**src/hw/rtl/esfs_pkg.sv**
```systemverilog
// shared constants, voigt index tables and controller/datapath link types
package esfs_pkg;

  localparam int VOIGT_COUNT     = 6;
  localparam int COEFS_PER_PHASE = 81;
  localparam int MACS_PER_RESULT = 9;

  localparam int VIDX_W   = 3;
  localparam int TIDX_W   = 4;
  localparam int PHASE_W  = 3;
  localparam int CIDX_W   = 7;
  localparam int CALC_AW  = 10;
  localparam int COEF_W   = 32;
  localparam int STRAIN_W = 32;
  localparam int EDIFF_W  = 33;
  localparam int PROD_W   = 65;
  localparam int ACC_W    = 68;
  localparam int STRESS_W = 64;

  localparam logic ACT_COEF   = 1'b0;
  localparam logic ACT_STRAIN = 1'b1;

  localparam logic [VIDX_W-1:0] VIDX_LAST = VIDX_W'(VOIGT_COUNT - 1);
  localparam logic [TIDX_W-1:0] TIDX_LAST = TIDX_W'(MACS_PER_RESULT - 1);

  typedef struct packed {
    logic              load_item;
    logic              mac_issue;
    logic              mac_first;
    logic [VIDX_W-1:0] vidx;
    logic [TIDX_W-1:0] tidx;
    logic              out_load;
  } esfs_cmd_t;

  typedef struct packed {
    logic out_busy;
    logic out_take;
  } esfs_sts_t;

  // i*27 + j*9 for the row/column pair of a voigt stress component
  function automatic logic [CIDX_W-1:0] voigt_base(input logic [VIDX_W-1:0] v);
    logic [CIDX_W-1:0] b;
    case (v)
      3'd0:    b = 7'd0;
      3'd1:    b = 7'd36;
      3'd2:    b = 7'd72;
      3'd3:    b = 7'd45;
      3'd4:    b = 7'd18;
      3'd5:    b = 7'd9;
      default: b = 7'd0;
    endcase
    return b;
  endfunction

  // voigt strain index of term k*3+l
  function automatic logic [VIDX_W-1:0] strain_of(input logic [TIDX_W-1:0] t);
    logic [VIDX_W-1:0] s;
    case (t)
      4'd0:    s = 3'd0;
      4'd1:    s = 3'd5;
      4'd2:    s = 3'd4;
      4'd3:    s = 3'd5;
      4'd4:    s = 3'd1;
      4'd5:    s = 3'd3;
      4'd6:    s = 3'd4;
      4'd7:    s = 3'd3;
      4'd8:    s = 3'd2;
      default: s = 3'd0;
    endcase
    return s;
  endfunction

endpackage

```
**src/hw/rtl/esfs_ctrl.sv**
```systemverilog
// sequencer: accepts beats, steps through the 9 mac terms of each of 6 results
module esfs_ctrl (
  input  logic                clk,
  input  logic                rst_n,
  input  logic                in_valid,
  input  logic                in_start,
  output logic                in_ready,
  input  esfs_pkg::esfs_sts_t sts,
  output esfs_pkg::esfs_cmd_t cmd
);
  import esfs_pkg::*;

  localparam logic [1:0] ST_IDLE  = 2'd0;
  localparam logic [1:0] ST_ISSUE = 2'd1;
  localparam logic [1:0] ST_DRAIN = 2'd2;
  localparam logic [1:0] ST_EMIT  = 2'd3;

  logic [1:0]        state_r, state_nxt;
  logic [VIDX_W-1:0] vidx_r, vidx_nxt;
  logic [TIDX_W-1:0] tidx_r, tidx_nxt;
  logic              drain_r, drain_nxt;
  logic              accept;
  logic              emit_ok;

  assign in_ready = (state_r == ST_IDLE);
  assign accept   = in_valid && in_ready;
  assign emit_ok  = !sts.out_busy || sts.out_take;

  always_comb begin
    state_nxt     = state_r;
    vidx_nxt      = vidx_r;
    tidx_nxt      = tidx_r;
    drain_nxt     = drain_r;
    cmd.load_item = accept;
    cmd.mac_issue = 1'b0;
    cmd.mac_first = (tidx_r == '0);
    cmd.vidx      = vidx_r;
    cmd.tidx      = tidx_r;
    cmd.out_load  = 1'b0;
    case (state_r)
      ST_IDLE: begin
        if (accept && in_start) begin
          state_nxt = ST_ISSUE;
          vidx_nxt  = '0;
          tidx_nxt  = '0;
        end
      end
      ST_ISSUE: begin
        cmd.mac_issue = 1'b1;
        if (tidx_r == TIDX_LAST) begin
          state_nxt = ST_DRAIN;
          drain_nxt = 1'b0;
        end else begin
          tidx_nxt = tidx_r + 1'b1;
        end
      end
      ST_DRAIN: begin
        drain_nxt = 1'b1;
        if (drain_r) begin
          state_nxt = ST_EMIT;
        end
      end
      ST_EMIT: begin
        if (emit_ok) begin
          cmd.out_load = 1'b1;
          tidx_nxt     = '0;
          if (vidx_r == VIDX_LAST) begin
            state_nxt = ST_IDLE;
          end else begin
            vidx_nxt  = vidx_r + 1'b1;
            state_nxt = ST_ISSUE;
          end
        end
      end
      default: begin
        state_nxt = ST_IDLE;
      end
    endcase
  end

  always_ff @(posedge clk) begin
    if (!rst_n) begin
      state_r <= ST_IDLE;
      vidx_r  <= '0;
      tidx_r  <= '0;
      drain_r <= 1'b0;
    end else begin
      state_r <= state_nxt;
      vidx_r  <= vidx_nxt;
      tidx_r  <= tidx_nxt;
      drain_r <= drain_nxt;
    end
  end

endmodule

```
**config.mk**
```make
export PLATFORM = sky130hd
export DESIGN_NAME = esfs_ctrl
export DESIGN_NICKNAME = d
export VERILOG_FILES = /design/src/hw/rtl/esfs_pkg.sv /design/src/hw/rtl/esfs_ctrl.sv
export SDC_FILE = /design/constraint.sdc
export NUM_CORES = 1
export LEC_CHECK = 0
export BUFFER_PORTS_ARGS = -buffer_cell sky130_fd_sc_hd__buf_2
export CAP_MARGIN = 20
export CORE_MARGIN = 2
export CORE_UTILIZATION = 50
export CTS_BUF_LIST = sky130_fd_sc_hd__clkbuf_8 sky130_fd_sc_hd__clkbuf_16
export DETAILED_ROUTE_END_ITERATION = 16
export GPL_ROUTABILITY_DRIVEN = 0
export PLACE_DENSITY = 0.76
export SETUP_SLACK_MARGIN = 0.2
export SYNTH_ARGS = -nofsm -noshare
export SYNTH_HDL_FRONTEND = slang
export SYNTH_SLANG_ARGS = --single-unit
export TNS_END_PERCENT = 1
```
**constraint.sdc**
```tcl
create_clock -name clk -period 6.3 [get_ports clk]
set_clock_uncertainty 0.2 [all_clocks]
set_input_delay 0.945 -clock clk [delete_from_list [all_inputs] [get_ports clk]]
set_output_delay 0.945 -clock clk [all_outputs]
set_load 0.01 [all_outputs]
```
==> out/metrics.yaml, run 1 <==
critical_path:
  cp.required_ns: 5.15
  critPathMaxFanout: 3
  cp-end-kind: "output pin"
  cp-start-kind: "primary input"
  worst_ep_arrival_time_ns: 1.46
  critical_path_class: "in2out"
  timing.rr.start: "state_r[0]"
  startpoint: "sts[0]"
synthesis:
  syn-num-nets: 94
  synth_compound_area_share_pct: 20.7
  syn_inst: 80
  synth_fa_ha_area_share_pct: 14.4
  synthXorXnorAreaFrac_pct: 0
  yosys.cell_types.count: 30
  yosysWarnings: 0
  synth_seq_cells: 10
  synth_area_um2: 694
  muxShareOfSynthArea_pct: 5.77
  ys_seq_area_share_pct: 28.8
  avgSynthCellArea_um2: 8.68
  yosys.area_share.simple_pct: 23.6
  synth_top_family_by_area: "simple AND/OR/NAND/NOR gates"
timing:
  clock.fmax_mhz: 383
  setup_ws_ns: 3.69
  fin_crit_ns: 2.61
  fin_setup_tns_ns: 0
  tightestPinTransition_ns: 0.596
  drv_slew: 0
  relSlewSlack_pct: 60.0
  finalHoldViolations: 0
  fin_crit_sh_pct: 41.4
  rsz0062_at_grt: "no"
  setup_viol_count_final: 0
place:
  pre_cts_ws_ns: 3.69
  detailed_place_hpwl_um: 994
  io_buffer_count: 17
power:
  seqPwrFrac_pct: 25.8
  power.density_nw_per_um2: 384
  power.switching_uw: 118
  max-vdd-ir-drop_mv: 0.211
  netSwitchingFraction_pct: 36.8
  p_leak_uw: 0.000374
  internal_power_uw: 202
  p_clk_share_pct: 25.2
  combPwrFrac_pct: 49.0
final_layout:
  final_common_cell: "buf_2"
  seq_area_um2: 200
  drive_gt1_share_pct: 26.8
  antenna_cells: 0
  multiInputGateArea_um2: 448
  area_delta_synth_final_pct: 20.0
  nets: 112
  nFillCells: 113
  final_cell_mix: "buf_2 (17), nand2_1 (10), dfxtp_1 (10)"
floorplanning:
  num_io_pins: 18
  rows: 13
  die-area_um2: 1700
  die_width_um: 41.3
  core_area_um2: 1300
  die_h_um: 41.3
  start_util_pct: 53.4
clocking:
  clk_pin_slew_worst_paths_ns: 0.05
  cts_made_buffers: 3
  postCtsSetupBuffers: 0
  clock_sink_count: 10
  cts_tree: "yes"
  hold_buffers: 0
  clock_latency_ns: 0.23
  htree_levels: 1
  cts.repair.resized: 0
  clockBufferDepth: 2
  cts-root-buf: "clkbuf_8"
route:
  drt_iter0_markers: 14
  via_per_inst: 5.58
  drc: 0
  drt-total-wl_um: 1380
  ant_nets: 0
  wl_per_cell_um: 12.3
  vias: 625
  firstDrtPassIters: 4
grt:
  grt_pass1_vias: 548
  grt_pass1_wl_um: 2190
  gr-total-overflow: 0
  grt_use_total_pct: 19.5
  grt_antenna_before_repair: 0
  grt_start_max_net_pins: 20
run:
  maxCapViolCount: 0
status:
  run_status: "completed"
hold_path:
  hp-class: "reg2reg"
  worstHoldStart: "drain_r"
path summary, 6_finish.rpt:
| path | to | slack (ns) | cells past startpoint |
|---|---|---|---|
| worst max-delay path | cmd[0] | 3.69 | 4 |
| worst min-delay path | drain_r | 0.27 | 2 |
| worst min register to register | drain_r | 0.27 | 2 |
| worst max register to register | vidx_r[2] | 4.10 | 6 |
synth_stat cells:
library cell	instances	area share [%]
dfxtp_1	10	29
nand2_1	10	5.4
ha_1	8	14
inv_1	7	3.8
mux2i_1	4	5.8
nor2_1	4	2.2
nand3_1	3	2.2
nand3b_1	3	3.2
nand4b_1	3	3.8
a21oi_1	2	1.4
and2_1	2	1.8
clkbuf_1	2	1.1
nor2b_1	2	1.8
o21ai_0	2	1.4
o22ai_1	2	1.8
o31ai_1	2	2.2
a211o_1	1	1.3
a211o_4	1	2.5
a21boi_1	1	1.1
a21boi_4	1	2.7
a21o_2	1	1.3
a311oi_1	1	1.3
and2_2	1	1.1
buf_2	1	0.72
buf_4	1	1.1
nor3b_1	1	1.1
o211ai_1	1	1.1
o21ba_2	1	1.4
o221ai_1	1	1.3
or4_1	1	1.1
stage by stage:
stage                     hold slack (ns)  power (uW)  util (%)  area, um^2  instances
after floorplan                     0.237         208         -         694         80
after global placement              0.255         237      59.8         778        108
after detailed placement            0.266         241      59.8         778        108
after CTS                           0.278         322      64.0         833        112
after global routing                0.305         344      64.0         833        112
final                               0.271         320      64.0         833        112
worst max-delay path, cell delays in order:
cell,delay [ns]
buf_2,0.10
nor2b_1,0.21
nor2b_1,0.07
buf_2,0.14
power by group through the flow:
stage	sequential, uW	combinational (uW)	clock, uW
after CTS	82.7	157	81.5
after floorplan	83.2	125	0
after detailed placement	83.8	157	0
after global routing	84.6	175	84.0
after global placement	84.0	153	0
final	82.7	157	80.6
cells by family after synthesis:
group | count (synthesis)
and+or+nand+nor | 30
DFF | 10
AOI/OAI and AO/OA | 17
muxes | 4
buffers and inverters | 11
adders and majority gates | 8
registers in the layout (all words and copies together), names as in the netlist:
| register | flops |
|---|---|
| tidx_r | 4 |
| drain_r | 1 |
| state_r | 2 |
| vidx_r | 3 |
per-layer routing:
layer / GRT usage, % / vias up / wire, um
met5: 0 / - / 0
met4: 0 / 0 / 0
met3: 6.52 / 0 / 68
met2: 41.0 / 18 / 713
met1: 18.8 / 292 / 594
li1: - / 315 / -
layout make-up:
type | instances | area share [%]
multi-input cells | 59 | 53.8
inverters | 7 | 3.15
clock buffers | 4 | 6.61
flip-flops and latches | 10 | 24.0
well taps | 15 | 2.25
repair buffers | 17 | 10.2
(Power assumes the default switching activity.)
==> inputs of run 2 (changes only) <==
ABC_AREA = 1   (was default)
CORE_UTILIZATION = 46   (was 50)
PLACE_DENSITY = 0.73   (was 0.76)
clock period = 2.18 ns   (was 6.3 ns; I/O delays follow)
==> run 2 against run 1 <==
Effect of this change:
- area after synthesis up 4.0%
- via count up 13%
- final cell count up 34%
- critical path depth unchanged
- non-clock buffer count unchanged
- first-iteration DRC count down 71%
- combinational power rose to 3.7 times the previous value
- total power rose to 3.5 times the previous value
- critical endpoint unchanged
- largest power group unchanged
==> out/metrics.yaml, run 2 <==
clocking:
  clockBufferDepth: 2  # unchanged
  cts_tree: "yes"  # unchanged
  clock_sink_count: 10  # unchanged
  postCtsSetupBuffers: 0  # unchanged
  clk_pin_slew_worst_paths_ns: 0.05  # about the same
  cts_made_buffers: 3  # unchanged
  cts.repair.resized: 0  # unchanged
  clock_latency_ns: 0.24  # was 0.23 ns
  htree_levels: 1  # unchanged
  cts-root-buf: "clkbuf_8"  # unchanged
  hold_buffers: 0  # unchanged
power:
  power.density_nw_per_um2: 1300  # was 384 nW/um^2
  p_leak_uw: 0.000474  # was 0.000374 uW
  max-vdd-ir-drop_mv: 0.654  # was 0.211 mV
route:
  firstDrtPassIters: 4  # unchanged
  met2_length_um: 700  # was 713 um
  wl_per_cell_um: 9.57  # was 12.3 um
  drt_iter0_markers: 4  # was 14
  wl_met3_um: 69  # was 68 um
  drc: 0  # unchanged
  top_layer_used: "met4"  # was met3
  via_per_inst: 4.70  # was 5.58
  ant_nets: 0  # unchanged
  drt-total-wl_um: 1440  # was 1380 um
  met1Wirelength_um: 652  # was 594 um
  vias: 705  # was 625
timing:
  rsz0062_at_grt: "no"  # unchanged
  fin_crit_ns: 1.79
  drv_slew: 0  # unchanged
  finalHoldViolations: 0  # unchanged
  fin_crit_sh_pct: 82.0
  holdWs_ns: 0.202  # was 0.271 ns
  setup_ws_ns: 0.392  # was 3.69 ns
  clock.fmax_mhz: 559
  relSlewSlack_pct: 86.1  # was 60.0%
  tightestPinTransition_ns: 0.209  # was 0.596 ns
  setup_viol_count_final: 0  # unchanged
  fin_setup_tns_ns: 0  # unchanged
grt:
  grt_pass1_vias: 607  # was 548
  grt_use_total_pct: 17.6  # was 19.5%
  gr-total-overflow: 0  # unchanged
  grt_pass1_wl_um: 2530  # was 2190 um
  grt_antenna_before_repair: 0  # unchanged
  grt_start_max_net_pins: 10  # was 20
synthesis:
  synth_area_um2: 722  # was 694 um^2
  ys_top_cells_by_count: "nand2_1 (35), nor2_1 (19), inv_1 (17)"  # was dfxtp_1 (10), nand2_1 (10), ha_1 (8)
  synth_edf_count: 0  # unchanged
  yosys.cell_types.count: 19  # was 30
  yosysWarnings: 0  # unchanged
  synthFlopType: "dfxtp_1"  # unchanged
  syn_inst: 115  # was 80
  avgSynthCellArea_um2: 6.28  # was 8.68 um^2
  synth_top_cell_by_area: "dfxtp_1"  # unchanged
  syn-num-nets: 129  # was 94
  ys_seq_area_share_pct: 27.7  # was 28.8%
  ys_async_sr_fraction_pct: 0  # unchanged
  synth_seq_cells: 10  # unchanged
  synth_most_common_cell: "nand2_1"
  synth.area.top_cells: "dfxtp_1 (28%), nand2_1 (18%), ha_1 (14%)"  # was dfxtp_1 (29%), ha_1 (14%), mux2i_1 (5.8%)
  synth_top_area_share_pct: 27.7  # was 28.8%
final_layout:
  drive_gt1_share_pct: 22.4  # was 26.8%
  antenna_cells: 0  # unchanged
  final_common_cell: "nand2_1"  # was buf_2
  multiInputGateArea_um2: 438  # was 448 um^2
  final_cell_mix: "nand2_1 (35), nor2_1 (19), inv_1 (17), buf_2 (17), dfxtp_1 (10)"  # was buf_2 (17), nand2_1 (10), dfxtp_1 (10)
  reg_top3: "tidx_r: 4 flops, vidx_r: 3 flops, state_r: 2 flops"  # unchanged
  fin_cells: 150  # was 112
  nFillCells: 154  # was 113
  largest_register_ffs: 4  # unchanged
  utilization_pct: 58.4  # was 64.0%
  nets: 149  # was 112
  seq_area_um2: 200  # unchanged
  area_delta_synth_final_pct: 20.5  # was 20.0%
  largest-register: "tidx_r"  # unchanged
floorplanning:
  die_width_um: 43.6  # was 41.3 um
  rows: 14  # was 13
  die_h_um: 43.6  # was 41.3 um
  die-area_um2: 1900  # was 1700 um^2
  num_io_pins: 18  # unchanged
  start_util_pct: 48.5  # was 53.4%
  core_area_um2: 1490  # was 1300 um^2
critical_path:
  startpoint: "state_r[1]"  # was sts[0]
  worst_ep_arrival_time_ns: 1.26  # was 1.46 ns
  critPathMaxFanout: 5  # was 3
  critical_path_class: "reg2out"  # was in2out
  cp.required_ns: 1.65  # was 5.15 ns
  reg2reg_depth: 8  # was 6
  r2r_end: "vidx_r[1]"  # was vidx_r[2]
  cp-start-kind: "flop"  # was primary input
  cp-end-kind: "output pin"  # unchanged
  timing.rr.start: "state_r[1]"  # was state_r[0]
  r2r_slack_ns: 0.53  # was 4.10 ns
  crit_end: "cmd[0]"  # unchanged
place:
  dp_cells: 146  # was 108
  pre_cts_ws_ns: 0.550  # was 3.69 ns
  io_buffer_count: 17  # unchanged
  detailed_place_hpwl_um: 1120  # was 994 um
hold_path:
  hp-class: "in2reg"  # was reg2reg
run:
  maxCapViolCount: 0  # unchanged
status:
  run_status: "completed"  # unchanged
[run 2: cell types whose count changed after synthesis, sizes merged, moves of 3 or more]
cell,change
nand3b,-3
mux2i,-4
inv,+12
nor2,+19
and2,-3
nand2,+27
nand4b,-3
[run 2: per-layer routing]
metal,global-route usage (%),up-vias
met3,3.75,2
met4,7.27,0
met2,29.7,15
met5,0,-
met1,21.5,304
li1,-,384
[run 2: cell families after synthesis]
family,count (synthesis),share of synthesized area [%]
buf+inv,21,11.6
compound gates,9,6.93
flops,10,27.7
simple gates,67,39.9
fa+ha+maj,8,13.9
[run 2: area by class of cell]
cell class                      count  area share, %
Timing Repair Buffer               17           9.78
Clock buffer                        4           6.33
Multi-Input combinational cell     84           50.4
Inverter                           19           8.20
Tap cell                           16           2.30
Sequential cell                    10           23.0
[run 2: metrics by stage]
stage	cell area (um^2)	power [uW]
finish	870	1130
global route	870	1250
CTS	870	1140
detailed placement	815	900
global placement	815	885
floorplan	722	755
[run 2: worst min path at each step]
stage	startpoint	endpoint	slack, ns	cells past startpoint
after detailed placement	drain_r	drain_r	0.25	2
after floorplan	drain_r	drain_r	0.23	2
final	rst_n	state_r[0]	0.20	3
after CTS	rst_n	state_r[0]	0.21	3
after global placement	drain_r	drain_r	0.24	2
after global routing	rst_n	tidx_r[3]	0.22	3
[run 2: where the power goes]
| part | total (uW) | switching [uW] | internal, uW |
|---|---|---|---|
| logic | 588 | 355 | 232 |
| clock network | 238 | 78.5 | 159 |
| registers | 305 | 65.4 | 240 |
| total | 1130 | 499 | 632 |
[run 2: critical path, stage by stage (launching register included)]
cell     delay, ns
dfxtp_1       0.41
ha_1          0.25
inv_1         0.11
a21oi_1       0.11
buf_2         0.14
